`src/rtl/core/smfp_pkg.sv`:
```
`timescale 1ns / 1ps
`default_nettype none
// ----------------------------------------------------------------------------
// smfp_pkg
// Shared types and codes of the MIDI file track parser.
// ----------------------------------------------------------------------------
package smfp_pkg;

    // Result kinds.
    localparam logic [2:0] KIND_CHANNEL = 3'd0;
    localparam logic [2:0] KIND_META    = 3'd1;
    localparam logic [2:0] KIND_SYSEX   = 3'd2;
    localparam logic [2:0] KIND_PAYLOAD = 3'd3;
    localparam logic [2:0] KIND_FILE    = 3'd4;
    localparam logic [2:0] KIND_ERROR   = 3'd5;

    // Error codes.
    localparam logic [2:0] ERR_NONE      = 3'd0;
    localparam logic [2:0] ERR_HEADER    = 3'd1;
    localparam logic [2:0] ERR_SMPTE     = 3'd2;
    localparam logic [2:0] ERR_TRACK_ID  = 3'd3;
    localparam logic [2:0] ERR_META_LEN  = 3'd4;
    localparam logic [2:0] ERR_STATUS    = 3'd5;
    localparam logic [2:0] ERR_VLQ       = 3'd6;

    localparam logic [31:0] ID_MTHD = 32'h4D546864;
    localparam logic [31:0] ID_MTRK = 32'h4D54726B;

    localparam int DATA_W = 136;

    // Parser phases, one-hot.
    typedef enum logic [16:0] {
        PH_HDR_ID    = 17'h00001,
        PH_HDR_LEN   = 17'h00002,
        PH_HDR_FMT   = 17'h00004,
        PH_HDR_NTRK  = 17'h00008,
        PH_HDR_DIV   = 17'h00010,
        PH_TRK_ID    = 17'h00020,
        PH_TRK_LEN   = 17'h00040,
        PH_DELTA     = 17'h00080,
        PH_STATUS    = 17'h00100,
        PH_DATA1     = 17'h00200,
        PH_DATA2     = 17'h00400,
        PH_META_TYPE = 17'h00800,
        PH_META_LEN  = 17'h01000,
        PH_SYSEX_LEN = 17'h02000,
        PH_BODY      = 17'h04000,
        PH_HALT      = 17'h08000,
        PH_DONE      = 17'h10000
    } phase_t;

    // One result item.
    typedef struct packed {
        logic [2:0]  kind;
        logic [15:0] track_index;
        logic [27:0] delta_ticks;
        logic [7:0]  status_byte;
        logic [7:0]  first_data;
        logic [7:0]  second_data;
        logic [7:0]  meta_kind;
        logic [27:0] body_length;
        logic [7:0]  body_byte;
        logic [2:0]  error_code;
        logic [14:0] ticks_per_quarter;
        logic        file_done;
    } result_t;

endpackage
`default_nettype wire

```
`src/rtl/core/smfp_parse.sv`:
```
`timescale 1ns / 1ps
`default_nettype none
// ----------------------------------------------------------------------------
// smfp_parse
// Parser state and the single-pass logic that handles one file byte.
// ----------------------------------------------------------------------------
module smfp_parse (
    input  wire logic            aclk,
    input  wire logic            aresetn,
    input  wire logic            step,
    input  wire logic [7:0]      in_byte,
    input  wire logic            in_first,
    output logic                 res_valid,
    output smfp_pkg::result_t    res
);

    smfp_pkg::phase_t phase_reg, phase_next;
    logic [2:0]  cnt_reg, cnt_next;
    logic [31:0] acc_reg, acc_next;
    logic [15:0] tracks_reg, tracks_next;
    logic [15:0] track_reg, track_next;
    logic [31:0] chunk_reg, chunk_next;
    logic [7:0]  run_reg, run_next;
    logic [7:0]  pstat_reg, pstat_next;
    logic [7:0]  pd1_reg, pd1_next;
    logic [7:0]  pmeta_reg, pmeta_next;
    logic [27:0] pdelta_reg, pdelta_next;
    logic [27:0] bleft_reg, bleft_next;
    logic [14:0] div_reg, div_next;

    // Next-state and result logic.
    always_comb begin
        smfp_pkg::phase_t ph;
        logic [2:0]  cnt;
        logic [31:0] acc;
        logic [15:0] tracks;
        logic [15:0] track;
        logic [31:0] chunk;
        logic [7:0]  run;
        logic [2:0]  cnt_g;
        logic [31:0] acc_g;
        logic [31:0] acc_v;
        logic        vlq_end;
        logic        vlq_over;
        logic        do_end;
        logic        len_ok;
        logic [27:0] bl;

        // A first byte restarts from the reset state.
        ph     = in_first ? smfp_pkg::PH_HDR_ID : phase_reg;
        cnt    = in_first ? 3'd0 : cnt_reg;
        acc    = in_first ? 32'd0 : acc_reg;
        tracks = in_first ? 16'd0 : tracks_reg;
        track  = in_first ? 16'd0 : track_reg;
        chunk  = in_first ? 32'd0 : chunk_reg;
        run    = in_first ? 8'd0 : run_reg;

        phase_next  = ph;
        cnt_next    = cnt;
        acc_next    = acc;
        tracks_next = tracks;
        track_next  = track;
        chunk_next  = chunk;
        run_next    = run;
        pstat_next  = in_first ? 8'd0 : pstat_reg;
        pd1_next    = in_first ? 8'd0 : pd1_reg;
        pmeta_next  = in_first ? 8'd0 : pmeta_reg;
        pdelta_next = in_first ? 28'd0 : pdelta_reg;
        bleft_next  = in_first ? 28'd0 : bleft_reg;
        div_next    = in_first ? 15'd0 : div_reg;

        res_valid       = 1'b0;
        res             = '0;
        res.track_index = track;
        do_end          = 1'b0;
        len_ok          = 1'b1;
        bl              = '0;

        // Header word and variable-length field assembly.
        cnt_g    = cnt + 3'd1;
        acc_g    = {acc[23:0], in_byte};
        acc_v    = {4'd0, acc[20:0], in_byte[6:0]};
        vlq_end  = !in_byte[7];
        vlq_over = in_byte[7] && (cnt_g >= 3'd4);

        // Track bytes count down the chunk length.
        if ((ph == smfp_pkg::PH_DELTA || ph == smfp_pkg::PH_STATUS ||
             ph == smfp_pkg::PH_DATA1 || ph == smfp_pkg::PH_DATA2 ||
             ph == smfp_pkg::PH_META_TYPE || ph == smfp_pkg::PH_META_LEN ||
             ph == smfp_pkg::PH_SYSEX_LEN || ph == smfp_pkg::PH_BODY) &&
            chunk != 32'd0) begin
            chunk_next = chunk - 32'd1;
        end

        case (ph)
            smfp_pkg::PH_HDR_ID: begin
                cnt_next = cnt_g;
                acc_next = acc_g;
                if (cnt_g >= 3'd4) begin
                    if (acc_g != smfp_pkg::ID_MTHD) begin
                        res_valid      = 1'b1;
                        res.kind       = smfp_pkg::KIND_ERROR;
                        res.error_code = smfp_pkg::ERR_HEADER;
                        phase_next     = smfp_pkg::PH_HALT;
                    end else begin
                        phase_next = smfp_pkg::PH_HDR_LEN;
                        cnt_next   = 3'd0;
                        acc_next   = 32'd0;
                    end
                end
            end
            smfp_pkg::PH_HDR_LEN: begin
                cnt_next = cnt_g;
                acc_next = acc_g;
                if (cnt_g >= 3'd4) begin
                    if (acc_g != 32'd6) begin
                        res_valid      = 1'b1;
                        res.kind       = smfp_pkg::KIND_ERROR;
                        res.error_code = smfp_pkg::ERR_HEADER;
                        phase_next     = smfp_pkg::PH_HALT;
                    end else begin
                        phase_next = smfp_pkg::PH_HDR_FMT;
                        cnt_next   = 3'd0;
                        acc_next   = 32'd0;
                    end
                end
            end
            smfp_pkg::PH_HDR_FMT: begin
                cnt_next = cnt_g;
                acc_next = acc_g;
                if (cnt_g >= 3'd2) begin
                    phase_next = smfp_pkg::PH_HDR_NTRK;
                    cnt_next   = 3'd0;
                    acc_next   = 32'd0;
                end
            end
            smfp_pkg::PH_HDR_NTRK: begin
                cnt_next = cnt_g;
                acc_next = acc_g;
                if (cnt_g >= 3'd2) begin
                    tracks_next = acc_g[15:0];
                    phase_next  = smfp_pkg::PH_HDR_DIV;
                    cnt_next    = 3'd0;
                    acc_next    = 32'd0;
                end
            end
            smfp_pkg::PH_HDR_DIV: begin
                cnt_next = cnt_g;
                acc_next = acc_g;
                if (cnt_g >= 3'd2) begin
                    res_valid = 1'b1;
                    if (acc_g[15]) begin
                        res.kind       = smfp_pkg::KIND_ERROR;
                        res.error_code = smfp_pkg::ERR_SMPTE;
                        phase_next     = smfp_pkg::PH_HALT;
                    end else begin
                        div_next              = acc_g[14:0];
                        res.kind              = smfp_pkg::KIND_FILE;
                        res.ticks_per_quarter = acc_g[14:0];
                        if (tracks == 16'd0) begin
                            phase_next    = smfp_pkg::PH_DONE;
                            res.file_done = 1'b1;
                        end else begin
                            phase_next = smfp_pkg::PH_TRK_ID;
                            cnt_next   = 3'd0;
                            acc_next   = 32'd0;
                        end
                    end
                end
            end
            smfp_pkg::PH_TRK_ID: begin
                cnt_next = cnt_g;
                acc_next = acc_g;
                if (cnt_g >= 3'd4) begin
                    if (acc_g != smfp_pkg::ID_MTRK) begin
                        res_valid      = 1'b1;
                        res.kind       = smfp_pkg::KIND_ERROR;
                        res.error_code = smfp_pkg::ERR_TRACK_ID;
                        phase_next     = smfp_pkg::PH_HALT;
                    end else begin
                        phase_next = smfp_pkg::PH_TRK_LEN;
                        cnt_next   = 3'd0;
                        acc_next   = 32'd0;
                    end
                end
            end
            smfp_pkg::PH_TRK_LEN: begin
                cnt_next = cnt_g;
                acc_next = acc_g;
                if (cnt_g >= 3'd4) begin
                    chunk_next = acc_g;
                    run_next   = 8'd0;
                    do_end     = 1'b1;
                end
            end
            smfp_pkg::PH_DELTA: begin
                cnt_next = cnt_g;
                acc_next = acc_v;
                if (vlq_over) begin
                    res_valid      = 1'b1;
                    res.kind       = smfp_pkg::KIND_ERROR;
                    res.error_code = smfp_pkg::ERR_VLQ;
                    phase_next     = smfp_pkg::PH_HALT;
                end else if (vlq_end) begin
                    pdelta_next = acc_v[27:0];
                    phase_next  = smfp_pkg::PH_STATUS;
                end
            end
            smfp_pkg::PH_STATUS: begin
                if (!in_byte[7]) begin
                    // Running status: reuse the last channel status.
                    if (run == 8'd0) begin
                        res_valid      = 1'b1;
                        res.kind       = smfp_pkg::KIND_ERROR;
                        res.error_code = smfp_pkg::ERR_STATUS;
                        phase_next     = smfp_pkg::PH_HALT;
                    end else begin
                        pstat_next = run;
                        pd1_next   = in_byte;
                        if (run[7:4] != 4'hC && run[7:4] != 4'hD) begin
                            phase_next = smfp_pkg::PH_DATA2;
                        end else begin
                            res_valid       = 1'b1;
                            res.kind        = smfp_pkg::KIND_CHANNEL;
                            res.delta_ticks = pdelta_next;
                            res.status_byte = run;
                            res.first_data  = in_byte;
                            res.second_data = 8'hFF;
                            do_end          = 1'b1;
                        end
                    end
                end else if (in_byte < 8'hF0) begin
                    run_next   = in_byte;
                    pstat_next = in_byte;
                    phase_next = smfp_pkg::PH_DATA1;
                end else if (in_byte == 8'hFF) begin
                    run_next   = 8'd0;
                    pstat_next = in_byte;
                    phase_next = smfp_pkg::PH_META_TYPE;
                end else if (in_byte == 8'hF0 || in_byte == 8'hF7) begin
                    run_next   = 8'd0;
                    pstat_next = in_byte;
                    pmeta_next = 8'd0;
                    phase_next = smfp_pkg::PH_SYSEX_LEN;
                    cnt_next   = 3'd0;
                    acc_next   = 32'd0;
                end else begin
                    res_valid      = 1'b1;
                    res.kind       = smfp_pkg::KIND_ERROR;
                    res.error_code = smfp_pkg::ERR_STATUS;
                    phase_next     = smfp_pkg::PH_HALT;
                end
            end
            smfp_pkg::PH_DATA1: begin
                pd1_next = in_byte;
                if (pstat_next[7:4] != 4'hC && pstat_next[7:4] != 4'hD) begin
                    phase_next = smfp_pkg::PH_DATA2;
                end else begin
                    res_valid       = 1'b1;
                    res.kind        = smfp_pkg::KIND_CHANNEL;
                    res.delta_ticks = pdelta_next;
                    res.status_byte = pstat_next;
                    res.first_data  = in_byte;
                    res.second_data = 8'hFF;
                    do_end          = 1'b1;
                end
            end
            smfp_pkg::PH_DATA2: begin
                res_valid       = 1'b1;
                res.kind        = smfp_pkg::KIND_CHANNEL;
                res.delta_ticks = pdelta_next;
                res.status_byte = pstat_next;
                res.first_data  = pd1_next;
                res.second_data = in_byte;
                do_end          = 1'b1;
            end
            smfp_pkg::PH_META_TYPE: begin
                pmeta_next = in_byte;
                phase_next = smfp_pkg::PH_META_LEN;
                cnt_next   = 3'd0;
                acc_next   = 32'd0;
            end
            smfp_pkg::PH_META_LEN, smfp_pkg::PH_SYSEX_LEN: begin
                cnt_next = cnt_g;
                acc_next = acc_v;
                // Subtypes with a fixed length must match it.
                if (ph == smfp_pkg::PH_META_LEN) begin
                    case (pmeta_next)
                        8'h00:   len_ok = (acc_v == 32'd2);
                        8'h2F:   len_ok = (acc_v == 32'd0);
                        8'h51:   len_ok = (acc_v == 32'd3);
                        8'h54:   len_ok = (acc_v == 32'd5);
                        8'h58:   len_ok = (acc_v == 32'd4);
                        8'h59:   len_ok = (acc_v == 32'd2);
                        default: len_ok = 1'b1;
                    endcase
                end
                if (vlq_over) begin
                    res_valid      = 1'b1;
                    res.kind       = smfp_pkg::KIND_ERROR;
                    res.error_code = smfp_pkg::ERR_VLQ;
                    phase_next     = smfp_pkg::PH_HALT;
                end else if (vlq_end) begin
                    res_valid = 1'b1;
                    if (!len_ok) begin
                        res.kind       = smfp_pkg::KIND_ERROR;
                        res.error_code = smfp_pkg::ERR_META_LEN;
                        phase_next     = smfp_pkg::PH_HALT;
                    end else begin
                        res.kind        = (ph == smfp_pkg::PH_META_LEN) ?
                                          smfp_pkg::KIND_META : smfp_pkg::KIND_SYSEX;
                        res.delta_ticks = pdelta_next;
                        res.status_byte = pstat_next;
                        res.meta_kind   = (ph == smfp_pkg::PH_META_LEN) ?
                                          pmeta_next : 8'd0;
                        res.body_length = acc_v[27:0];
                        bleft_next      = acc_v[27:0];
                        if (acc_v[27:0] == 28'd0) begin
                            do_end = 1'b1;
                        end else begin
                            phase_next = smfp_pkg::PH_BODY;
                        end
                    end
                end
            end
            smfp_pkg::PH_BODY: begin
                bl              = (bleft_next != 28'd0) ? bleft_next - 28'd1 : 28'd0;
                bleft_next      = bl;
                res_valid       = 1'b1;
                res.kind        = smfp_pkg::KIND_PAYLOAD;
                res.delta_ticks = pdelta_next;
                res.status_byte = pstat_next;
                res.meta_kind   = (pstat_next == 8'hFF) ? pmeta_next : 8'd0;
                res.body_length = bl;
                res.body_byte   = in_byte;
                do_end          = (bl == 28'd0);
            end
            default: begin
            end
        endcase

        // Event boundary: next event, next chunk, or end of file.
        if (do_end) begin
            if (chunk_next != 32'd0) begin
                phase_next = smfp_pkg::PH_DELTA;
                cnt_next   = 3'd0;
                acc_next   = 32'd0;
            end else begin
                tracks_next = tracks - 16'd1;
                track_next  = track + 16'd1;
                if (tracks == 16'd1) begin
                    phase_next    = smfp_pkg::PH_DONE;
                    res.file_done = 1'b1;
                end else begin
                    phase_next = smfp_pkg::PH_TRK_ID;
                    cnt_next   = 3'd0;
                    acc_next   = 32'd0;
                end
            end
        end
    end

    // State registers.
    always_ff @(posedge aclk) begin
        if (!aresetn) begin
            phase_reg  <= smfp_pkg::PH_HDR_ID;
            cnt_reg    <= '0;
            acc_reg    <= '0;
            tracks_reg <= '0;
            track_reg  <= '0;
            chunk_reg  <= '0;
            run_reg    <= '0;
            pstat_reg  <= '0;
            pd1_reg    <= '0;
            pmeta_reg  <= '0;
            pdelta_reg <= '0;
            bleft_reg  <= '0;
            div_reg    <= '0;
        end else if (step) begin
            phase_reg  <= phase_next;
            cnt_reg    <= cnt_next;
            acc_reg    <= acc_next;
            tracks_reg <= tracks_next;
            track_reg  <= track_next;
            chunk_reg  <= chunk_next;
            run_reg    <= run_next;
            pstat_reg  <= pstat_next;
            pd1_reg    <= pd1_next;
            pmeta_reg  <= pmeta_next;
            pdelta_reg <= pdelta_next;
            bleft_reg  <= bleft_next;
            div_reg    <= div_next;
        end
    end

endmodule
`default_nettype wire

```
`src/rtl/core/smfp_out_reg.sv`:
```
`timescale 1ns / 1ps
`default_nettype none
// ----------------------------------------------------------------------------
// smfp_out_reg
// Result register that holds one result until the receiver takes it.
// ----------------------------------------------------------------------------
module smfp_out_reg (
    input  wire logic                 aclk,
    input  wire logic                 aresetn,
    input  wire logic                 load,
    input  wire logic                 res_valid,
    input  wire smfp_pkg::result_t    res,
    output logic                      free,
    input  wire logic                 m_tready,
    output logic                      m_tvalid,
    output smfp_pkg::result_t         m_res
);

    logic              valid_reg, valid_next;
    smfp_pkg::result_t res_reg;

    // The slot is free when empty or when its transaction completes now.
    assign free = !valid_reg || m_tready;

    always_comb begin
        if (load) begin
            valid_next = res_valid;
        end else begin
            valid_next = valid_reg && !m_tready;
        end
    end

    always_ff @(posedge aclk) begin
        if (!aresetn) begin
            valid_reg <= 1'b0;
        end else begin
            valid_reg <= valid_next;
        end
    end

    // Payload needs no reset.
    always_ff @(posedge aclk) begin
        if (load && res_valid) begin
            res_reg <= res;
        end
    end

    assign m_tvalid = valid_reg;
    assign m_res    = res_reg;

endmodule
`default_nettype wire

```
`src/rtl/core/midi_file_track_parser.sv`:
```
`timescale 1ns / 1ps
`default_nettype none
// ----------------------------------------------------------------------------
// midi_file_track_parser
// Parses a Standard MIDI File fed one byte per transaction.
//
// The slave channel carries one file byte per transaction in s_tdata, with
// s_tuser set on the first byte of a file to restart parsing at the header.
// The master channel gives at most one result per byte: kind in m_tuser,
// the remaining fields in m_tdata, and m_tlast on the result that ends the
// file. Bytes that cause no result are absorbed silently.
// Each byte lands in an input register, is parsed in one pass of logic and
// its result is written to the result register, which drives m_tvalid.
// One byte is taken every cycle while the result register is empty or being
// read, so the throughput is one byte per cycle while the receiver keeps up.
// After reset the parser waits for the MThd header and both registers are
// empty. When the receiver holds m_tready low, the result waits, the input
// register fills, and s_tready drops until the result is taken.
// ----------------------------------------------------------------------------
module midi_file_track_parser (
    input  wire logic                        aclk,
    input  wire logic                        aresetn,
    input  wire logic                        s_tvalid,
    output logic                             s_tready,
    input  wire logic [7:0]                  s_tdata,   // file_byte
    input  wire logic [0:0]                  s_tuser,   // first_of_file
    output logic                             m_tvalid,
    input  wire logic                        m_tready,
    // m_tdata from bit 0: track_index, delta_ticks, status_byte, first_data,
    // second_data, meta_kind, body_length, body_byte, error_code,
    // ticks_per_quarter, zero fill.
    output logic [smfp_pkg::DATA_W-1:0]      m_tdata,
    output logic [2:0]                       m_tuser,   // kind
    output logic                             m_tlast    // file_done
);

    logic              in_valid_reg, in_valid_next;
    logic [7:0]        in_byte_reg;
    logic              in_first_reg;
    logic              step;
    logic              free;
    logic              res_valid;
    smfp_pkg::result_t res;
    smfp_pkg::result_t m_res;

    // An input byte moves on when the result register can take its result.
    assign step     = in_valid_reg && free;
    assign s_tready = !in_valid_reg || step;

    always_comb begin
        if (s_tvalid && s_tready) begin
            in_valid_next = 1'b1;
        end else begin
            in_valid_next = in_valid_reg && !step;
        end
    end

    always_ff @(posedge aclk) begin
        if (!aresetn) begin
            in_valid_reg <= 1'b0;
        end else begin
            in_valid_reg <= in_valid_next;
        end
    end

    always_ff @(posedge aclk) begin
        if (s_tvalid && s_tready) begin
            in_byte_reg  <= s_tdata;
            in_first_reg <= s_tuser[0];
        end
    end

    smfp_parse u_parse (
        .aclk      (aclk),
        .aresetn   (aresetn),
        .step      (step),
        .in_byte   (in_byte_reg),
        .in_first  (in_first_reg),
        .res_valid (res_valid),
        .res       (res)
    );

    smfp_out_reg u_out (
        .aclk      (aclk),
        .aresetn   (aresetn),
        .load      (step),
        .res_valid (res_valid),
        .res       (res),
        .free      (free),
        .m_tready  (m_tready),
        .m_tvalid  (m_tvalid),
        .m_res     (m_res)
    );

    // Pack the result fields onto the stream.
    assign m_tdata = {6'd0, m_res.ticks_per_quarter, m_res.error_code, m_res.body_byte,
                      m_res.body_length, m_res.meta_kind, m_res.second_data,
                      m_res.first_data, m_res.status_byte, m_res.delta_ticks,
                      m_res.track_index};
    assign m_tuser = m_res.kind;
    assign m_tlast = m_res.file_done;

endmodule
`default_nettype wire

```
`config.mk`:
```
export PLATFORM = sky130hd
export DESIGN_NAME = midi_file_track_parser
export DESIGN_NICKNAME = d
export VERILOG_FILES = /design/src/rtl/core/smfp_pkg.sv /design/src/rtl/core/smfp_parse.sv /design/src/rtl/core/smfp_out_reg.sv /design/src/rtl/core/midi_file_track_parser.sv
export SDC_FILE = /design/constraint.sdc
export NUM_CORES = 1
export LEC_CHECK = 0
export BUFFER_PORTS_ARGS = -buffer_cell sky130_fd_sc_hd__buf_2
export CAP_MARGIN = 20
export CORE_ASPECT_RATIO = 0.8
export CORE_UTILIZATION = 35
export DETAILED_ROUTE_END_ITERATION = 10
export HOLD_SLACK_MARGIN = 0.05
export PLACE_DENSITY = 0.56
export SLEW_MARGIN = 20
export SYNTH_ARGS = -nofsm -noshare
export SYNTH_HDL_FRONTEND = slang
export SYNTH_SLANG_ARGS = --single-unit
```
`constraint.sdc`:
```
create_clock -name aclk -period 18.24 [get_ports aclk]
set_input_delay 2.736 -clock aclk [delete_from_list [all_inputs] [get_ports aclk]]
set_output_delay 2.736 -clock aclk [all_outputs]
set_load 0.1 [all_outputs]
```
==> out/metrics.cfg, run 1 <==
[outcome]
status = finished, final reports clean

[detailed_routing]
drt-total-wl_mm = 71.9
antenna_left = 0
wl_per_cell_um = 23.8
via_per_inst = 6.12
drc = 0
route.vias.total = 18500
drtPass1Iterations = 6
dr.first_iter.drc_count = 2356

[setup_path]
arrival_ns = 6.98
slowest_delay_ns = 0.93
path_buf_inv = 4
r2r_start = in_first_reg
cp_data_required_time_ns = 18.74
timing.rr.end = u_parse.acc_reg[16]
crit_type = register to register
end_kind = register
path_max_fanout = 130
slowest_stage = edfxtp_1
path_cells = buf_12 -> inv_2 -> buf_4 -> nand2_1 -> ha_1 -> nand4b_1 -> o2bb2a_1 -> o32ai_2 -> buf_4 -> a2bb2oi_1 -> nand3_1 -> nor4_2 -> nand2_1 -> o41ai_4 -> nand3_1 -> o21ai_0
startpoint_type = register
rrSetupSlack_ns = 11.76
crit_start = in_first_reg
crit_family = compound AO/OA/AOI/OAI gates
reg2regPathDepth = 16

[power]
seqPwrFrac_pct = 44.7
p_int_mw = 1.32
p_switching_mw = 0.488
vdd_drop_max_v = 0.0000601
p_total_mw = 1.81
netSwitchingFraction_pct = 27.0
clock_power_share_pct = 45.9
power_leakage_nw = 8.36
comb_power_share_pct = 9.4
power_density_nw_per_um2 = 83.7

[clock_tree]
cts_num_sinks = 341
clk_pin_slew_worst_paths_ns = 0.06
clock_latency_ns = 0.58
cts_root_buf = clkbuf_16
ctsHtreeMaxLevel = 2
cts_hold_buf = 0
clockBufferDepth = 3
postCtsSetupBuffers = 0
cts_resized = 0
cts_inserted_buffers = 40
cts_tree = built

[synthesis]
synth.distinct_cells = 98
synth-seq-area-share_pct = 43.5
synth_edf_count = 143
synth_area_um2 = 19000
postSynthCellCount = 2228
ys_ff_latch = 341
async_reset_ff_share_pct = 0
avgSynthCellArea_um2 = 8.52
ys.flop_type = dfxtp_1
yosys_warnings = 0

[placement]
pre_cts_ws_ns = 12.03
gp_congestion = 0.956
io_buffer_count = 148
place_inst = 2940
dp_hpwl_mm = 48.3

[sta]
worst_pin_slew_ns = 1.02
skew_ns = 0.0247
fin_tns_setup_ns = 0
fmax_ghz = 0.154
final-max-slew-violation-count = 0
timing.final.hold_violations = 0
fin_hold_ws_ns = 0.462
setup_viol = 0
period_minus_slack_ns = 6.48
slew_headroom_pct = 31.7
rsz0062_at_grt = false
post-route-period-util_pct = 35.5
setup_ws_ns = 11.76

[worst_hold_path]
hold_path.class = register to register
hp-start = u_parse.cnt_reg[1]
whs_endpoint = u_parse.cnt_reg[1]
worstHoldPathCells = 2

[finish]
layout.cells.non_filler = 3017
drive_above_1_share_pct = 13.8
largest_reg_flops = 134
area_growth_pct = 14.0
nets = 2312

[die]
ioPinCount = 155
rows = 75
core_area_um2 = 53000
die_x_um = 262
dieArea_um2 = 55200
initial_core_util_pct = 35.8
die_height_um = 210

[global_route]
gr-total-overflow = 0
first_global_vias = 17100
antenna_found_initial = 4
grt_pass1_wl_mm = 109
grt_max_degree = 131
track_usage_pct = 25.4

[job]
cap_violations = 0

## worst reg2reg max path: stages (launching register included)
cell       delay (ns)
edfxtp_1         0.93
buf_12           0.54
inv_2            0.45
buf_4            0.38
nand2_1          0.23
ha_1             0.22
nand4b_1         0.13
o2bb2a_1         0.42
o32ai_2          0.14
buf_4            0.36
a2bb2oi_1        0.29
nand3_1          0.12
nor4_2           0.45
nand2_1          0.21
o41ai_4          0.68
nand3_1          0.53
o21ai_0          0.30
## layout make-up
cell class,count,area [um^2]
clock buffers,52,1090
flip-flops and latches,341,8260
fillers,5274,31400
diodes,2,5.00
multi-input cells,1675,9910
clock inverters,22,260
inverters,34,130
well taps,693,867
repair buffers,198,1130
## synthesized netlist by cell type, types with 7 or more instances
master	count	area (um^2)
o2111ai_1	9	78.8
a31oi_1	29	181
inv_1	32	120
or3_1	25	156
xnor2_1	11	96.3
ha_1	9	113
a22o_1	16	140
o21ai_0	157	786
nand3b_1	7	52.6
or4_1	32	240
o21a_1	7	52.6
a2111oi_0	7	61.3
nand2_1	226	848
nand2b_1	21	131
dfxtp_1	198	3960
a21o_1	18	135
a21oi_1	130	651
nor2b_1	49	307
and4_1	8	70.1
or2_2	13	81.3
buf_4	8	60.1
mux2i_1	26	260
a22oi_1	76	571
clkbuf_1	144	541
a221oi_1	8	70.1
o211ai_1	20	150
and2_1	52	325
and3_1	19	119
nor3b_1	14	105
xor2_1	13	114
buf_2	9	45.0
nor2_1	265	995
o31ai_1	17	128
nand3_1	61	305
nand4_1	29	181
a311oi_1	7	61.3
nor4_1	39	244
o22ai_1	20	125
nand4b_1	9	78.8
a32oi_1	13	114
edfxtp_1	143	4290
nor3_1	65	325
buf_1	16	60.1
a211oi_1	16	120
## worst max path at each step
stage	end	cells after the start	slack (ns)
detailed placement	u_parse.acc_reg[16]	16	12.03
CTS	u_parse.acc_reg[16]	16	11.99
global placement	s_tready	4	12.11
finish	u_parse.acc_reg[16]	16	11.76
global route	u_parse.acc_reg[13]	16	11.38
floorplan	u_out.m_res[0]	17	3.59
## power groups by stage
stage / sequential (mW) / combinational, mW / clock [mW]
2_1_floorplan: 0.818 / 0.113 / 0
6_report: 0.809 / 0.171 / 0.831
4_1_cts: 0.808 / 0.166 / 0.846
3_5_place_dp: 0.825 / 0.165 / 0
5_1_grt: 0.809 / 0.181 / 0.874
3_3_place_gp: 0.825 / 0.165 / 0
## routing by layer
| layer | GRT usage, % | part of all wire (%) | vias up |
|---|---|---|---|
| met5 | 0 | 0.011 | - |
| met4 | 8.26 | 2.6 | 2 |
| met3 | 5.50 | 10 | 123 |
| met2 | 36.7 | 42 | 992 |
| met1 | 37.2 | 46 | 8926 |
| li1 | - | - | 8436 |
## per-stage QoR
| step | util [%] | cell area [um^2] |
|---|---|---|
| floorplan | - | 19000 |
| global placement | 38.2 | 20300 |
| detailed placement | 38.2 | 20300 |
| CTS | 40.8 | 21600 |
| global route | 40.8 | 21600 |
| finish | 40.8 | 21600 |
## placed cells by master, fill, tap and decap left out, drive strengths merged, types with 21 or more instances in the layout
cell type  instances
and2              55
nor2             265
inv               36
nand3             61
o21ai            160
or3               26
nand4             32
nand2            226
dfxtp            198
a21oi            130
o22ai             21
nor3              69
nor4              45
nand2b            21
buf              198
a31oi             29
clkbuf            52
mux2i             26
edfxtp           143
nor2b             49
a22oi             76
or4               34
## kinds of logic after synthesis
group	share of synthesized area [%]
AND/OR/NAND/NOR	26.3
AO/OA/AOI/OAI	22.3
flip-flops	43.5
buffers and inverters	4.71
multiplexers	1.49
XOR/XNOR	1.11
adder cells (fa/ha/maj)	0.593
other	0.0198
Power figures use the tool's default switching activity.
==> inputs of run 2 (changes only) <==
Clock period 18.24 ns to 6.4 ns, I/O delays scaled along.
==> run 2 against run 1 <==
Against the previous run:
- non-clock buffer count rose by 20
- maximum frequency grew 19%
- via count increased by 1.8%
- global-route usage is 1.1 points higher
- clock power rose to 3.0 times the previous value
- wire length up 3.9%
- sequential share of layout area decreased by 0.47 points
- worst setup slack lost 11 ns
- final cell count rose by 0.56%
- register-to-register slack got worse by 11 ns
- critical endpoint is now u_parse.tracks_reg[10]
- largest cell class unchanged
- largest power group unchanged
==> out/metrics.cfg, run 2 (synthesis results as in run 1) <==
[detailed_routing]
drt-total-wl_mm = 74.7
wl_per_cell_um = 24.6
drc = 0
antenna_left = 0
drtPass1Iterations = 7
via_per_inst = 6.20
dr.first_iter.drc_count = 2516
route.vias.total = 18800

[finish]
nets = 2331
final-seq-area_um2 = 8260
drive_above_1_share_pct = 14.8
final_common_cell = nor2_1
largest_reg_flops = 134
area_growth_pct = 15.4
layout.cells.non_filler = 3034
n_fill_cell = 5330
multiInputGateArea_um2 = 9950
final_cell_mix = 265 x nor2_1, 225 x nand2_1, 198 x dfxtp_1, 155 x o21ai_0, 148 x buf_2

[setup_path]
rrSetupSlack_ns = 0.95
timing.rr.end = u_parse.tracks_reg[10]
crit_start = in_first_reg
startpoint_type = register
crit_type = register to register
r2r_start = in_first_reg
path_max_fanout = 17
arrival_ns = 5.97
slowest_delay_ns = 0.81
end_kind = register
reg2regPathDepth = 13
crit_family = simple AND/OR/NAND/NOR gates
slowest_stage = o31ai_1
path_cells = buf_4 -> nor2_1 -> nand4_1 -> o31ai_1 -> a21oi_1 -> o31a_1 -> nor4_1 -> and4_1 -> and4_1 -> nand4_1 -> buf_4 -> o41ai_1 -> a32o_1
cp_data_required_time_ns = 6.92
path_buf_inv = 2

[clock_tree]
cts_resized = 0
clock_latency_ns = 0.59
cts_root_buf = clkbuf_16
clockBufferDepth = 3
ctsHtreeMaxLevel = 2
cts_hold_buf = 0
cts_tree = built
clk_pin_slew_worst_paths_ns = 0.06
postCtsSetupBuffers = 0
cts_inserted_buffers = 39
cts_num_sinks = 341

[outcome]
status = finished, final reports clean

[power]
vdd_drop_max_v = 0.000168
power_leakage_nw = 8.50
power_density_nw_per_um2 = 242

[sta]
setup_ws_ns = 0.947
fmax_ghz = 0.183
fin_hold_ws_ns = 0.460
skew_ns = 0.0269
setup_viol = 0
period_minus_slack_ns = 5.45
worst_pin_slew_ns = 1.04
slew_headroom_pct = 30.2
final-max-slew-violation-count = 0
timing.final.hold_violations = 0
rsz0062_at_grt = false
post-route-period-util_pct = 85.2

[worst_hold_path]
whs_endpoint = u_parse.cnt_reg[1]
worstHoldPathCells = 2
hp-start = u_parse.cnt_reg[1]
hold_path.class = register to register

[die]
die_x_um = 262
initial_core_util_pct = 35.8
die_height_um = 210
core_area_um2 = 53000
dieArea_um2 = 55200
ioPinCount = 155
rows = 75

[global_route]
grt_max_degree = 111
antenna_found_initial = 2
gr-total-overflow = 0
track_usage_pct = 26.5
grt_pass1_wl_mm = 112
first_global_vias = 17200

[placement]
pre_cts_ws_ns = 1.15
place_inst = 2961
io_buffer_count = 148
dp_hpwl_mm = 51.9
gp_congestion = 0.999

[job]
cap_violations = 0

run 2: per-layer routing:
| layer | vias up | routed length, um | global-route usage, % |
|---|---|---|---|
| li1 | 8479 | - | - |
| met3 | 144 | 7170 | 4.84 |
| met2 | 954 | 30500 | 37.5 |
| met1 | 9235 | 34900 | 40.1 |
| met5 | - | 0 | 0 |
| met4 | 0 | 2110 | 8.44 |
run 2: worst min-delay path: cells and delay by family, from the launching register on:
kind / cells / cell delay [ns]
DFF: 1 / 0.31
and+or+nand+nor: 1 / 0.05
AOI/OAI and AO/OA: 1 / 0.05
run 2: power by group:
group	leakage, nW	total [mW]	internal, mW	switching (mW)
Sequential	3.25	2.30	2.27	0.0334
Clock	0.687	2.49	1.50	0.995
Combinational	4.56	0.514	0.131	0.384
run 2: layout make-up:
type | instances | area share, %
multi-input cells | 1675 | 45.4
flip-flops and latches | 341 | 37.7
repair buffers | 218 | 5.89
clock buffers | 47 | 4.73
well taps | 693 | 3.96
clock inverters | 25 | 1.70
inverters | 34 | 0.600
diodes | 1 | 0.0114
run 2: worst max-delay path by stage:
stage / end / slack, ns / depth (start not counted)
final: u_parse.tracks_reg[10] / 0.95 / 13
after global routing: u_parse.acc_reg[22] / 0.67 / 13
after CTS: u_parse.tracks_reg[10] / 1.12 / 13
after detailed placement: u_parse.tracks_reg[10] / 1.15 / 13
after global placement: u_parse.track_reg[0] / 1.19 / 13
after floorplan: u_out.m_res[0] / -0.22 / 17
run 2: stage by stage:
step / power [mW] / cell area [um^2] / setup TNS (ns) / utilization, %
floorplan: 2.66 / 19100 / -28.99 / -
global placement: 2.85 / 20500 / 0 / 38.6
detailed placement: 2.84 / 20500 / 0 / 38.6
CTS: 5.34 / 21900 / 0 / 41.3
global route: 5.47 / 21900 / 0 / 41.3
finish: 5.31 / 21900 / 0 / 41.3
==> inputs of run 3 (changes only) <==
Settings changed: BUFFER_PORTS_ARGS -buffer_cell sky130_fd_sc_hd__buf_2 to -buffer_cell sky130_fd_sc_hd__clkbuf_2.
==> run 3 against run 2 <==
Against the previous run:
- global-route usage is 0.11 points higher
- maximum frequency increased by 0.94%
- final cell count increased by 0.13%
- first-iteration DRC count shrank 6.7%
- hold slack better by 0.016 ns
- critical endpoint is now u_parse.acc_reg[23]
- count of clock-buffer cells in the layout grew 1
- design area down 0.13%
- utilization decreased by 0.052 points
- combinational power fell by 1%
==> out/metrics.cfg, run 3 (synthesis results as in run 1) <==
[outcome]
status = finished, final reports clean

[detailed_routing]
antenna_left = 0
drc = 0
wl_per_cell_um = 24.8
drt-total-wl_mm = 75.4
route.vias.total = 18700
dr.first_iter.drc_count = 2347
drtPass1Iterations = 9
via_per_inst = 6.16

[die]
ioPinCount = 155
dieArea_um2 = 55200
die_height_um = 210
core_area_um2 = 53000
initial_core_util_pct = 35.8
die_x_um = 262
rows = 75

[finish]
nets = 2336
final_cell_area_um2 = 21900
area_growth_pct = 15.2
largest_reg_flops = 134
final_common_cell = nor2_1
final_util_pct = 41.3
drive_above_1_share_pct = 14.7
n_antenna_cell = 0
final_cell_mix = 265 x nor2_1, 225 x nand2_1, 198 x dfxtp_1, 154 x o21ai_0, 148 x clkbuf_2

[power]
comb_power_share_pct = 9.7
power_density_nw_per_um2 = 239
power_leakage_nw = 8.36
seqPwrFrac_pct = 44.0
p_int_mw = 3.83
p_switching_mw = 1.40
netSwitchingFraction_pct = 26.8
vdd_drop_max_v = 0.000170
clock_power_share_pct = 46.2

[global_route]
grt_max_degree = 98
grt_pass1_wl_mm = 112
track_usage_pct = 26.6
antenna_found_initial = 0
gr-total-overflow = 0
first_global_vias = 17000

[placement]
gp_congestion = 0.979
placed_area_um2 = 20500
io_buffer_count = 148
dp_hpwl_mm = 52.4

[clock_tree]
ctsHtreeMaxLevel = 2
postCtsSetupBuffers = 0
cts_resized = 0
clock_latency_ns = 0.59
cts_hold_buf = 0
cts_root_buf = clkbuf_16
clockBufferDepth = 3
cts_num_sinks = 341
clk_pin_slew_worst_paths_ns = 0.07
cts_inserted_buffers = 39
cts_tree = built

[worst_hold_path]
hold_path.class = register to register

[sta]
fin_tns_setup_ns = 0
timing.final.hold_violations = 0
post-route-period-util_pct = 84.4
final-max-slew-violation-count = 0
period_minus_slack_ns = 5.40
rsz0062_at_grt = false
setup_viol = 0
skew_ns = 0.0298
slew_headroom_pct = 12.7
worst_pin_slew_ns = 1.31
fmax_ghz = 0.185

[job]
cap_violations = 0

[setup_path]
cp_data_required_time_ns = 6.89
crit_type = register to register
end_kind = register
path_max_fanout = 64
startpoint_type = register
rrSetupSlack_ns = 1.0
arrival_ns = 5.89

[run 3: cell count changes in the layout (fill, tap and decap cells not counted), sizes merged]
cell,before,now
diode,1,0
buf,218,75
bufinv,8,7
clkinv,11,15
inv,38,34
clkbuf,47,196
[run 3: routing by layer]
layer	GRT usage (%)	wire length (um)
met5	0	0
met1	40.3	34900
met4	7.46	1880
met2	37.6	31000
met3	5.50	7630
[run 3: layout make-up]
class                           instances  area (um^2)
Clock buffer                           48         1020
Fill cell                            5175        31100
Timing Repair Buffer                  223         1320
Inverter                               34          131
Tap cell                              693          867
Sequential cell                       341         8260
Multi-Input combinational cell       1675         9940
Clock inverter                         24          348
[run 3: final timing paths]
check                                         from                   to  cells after the start
worst min-delay path            u_parse.cnt_reg[0]   u_parse.cnt_reg[0]                      1
worst min register to register  u_parse.cnt_reg[0]   u_parse.cnt_reg[0]                      1
worst max register to register        in_first_reg  u_parse.acc_reg[23]                     12
worst max-delay path                  in_first_reg  u_parse.acc_reg[23]                     12
[run 3: power groups by stage]
stage / combinational [mW] / clock, mW / sequential [mW]
2_1_floorplan: 0.333 / 0 / 2.33
3_3_place_gp: 0.494 / 0 / 2.35
3_5_place_dp: 0.492 / 0 / 2.35
4_1_cts: 0.494 / 2.46 / 2.30
5_1_grt: 0.536 / 2.54 / 2.30
6_report: 0.509 / 2.42 / 2.30
[run 3: per-stage QoR]
step	cells	power, mW	worst slack [ns]	hold WS, ns
4_1_cts	3038	5.25	1.14	0.476
3_3_place_gp	2966	2.84	1.18	0.450
2_1_floorplan	2233	2.66	-0.216	0.432
3_5_place_dp	2966	2.84	1.18	0.463
5_1_grt	3038	5.39	0.786	0.492
6_report	3038	5.24	0.998	0.476
[run 3: worst max-delay path, stage by stage, from the launching register on]
cell and delay (ns):
edfxtp_1 0.48, buf_4 0.38, buf_4 0.65, o21ai_0 0.36, o41a_1 0.46, nand2_1 0.28, o41ai_1 0.10, o22a_1 0.20
nor4_2 0.51, nand2_1 0.24, o41ai_4 0.66, nand3_1 0.55, o21ai_0 0.35
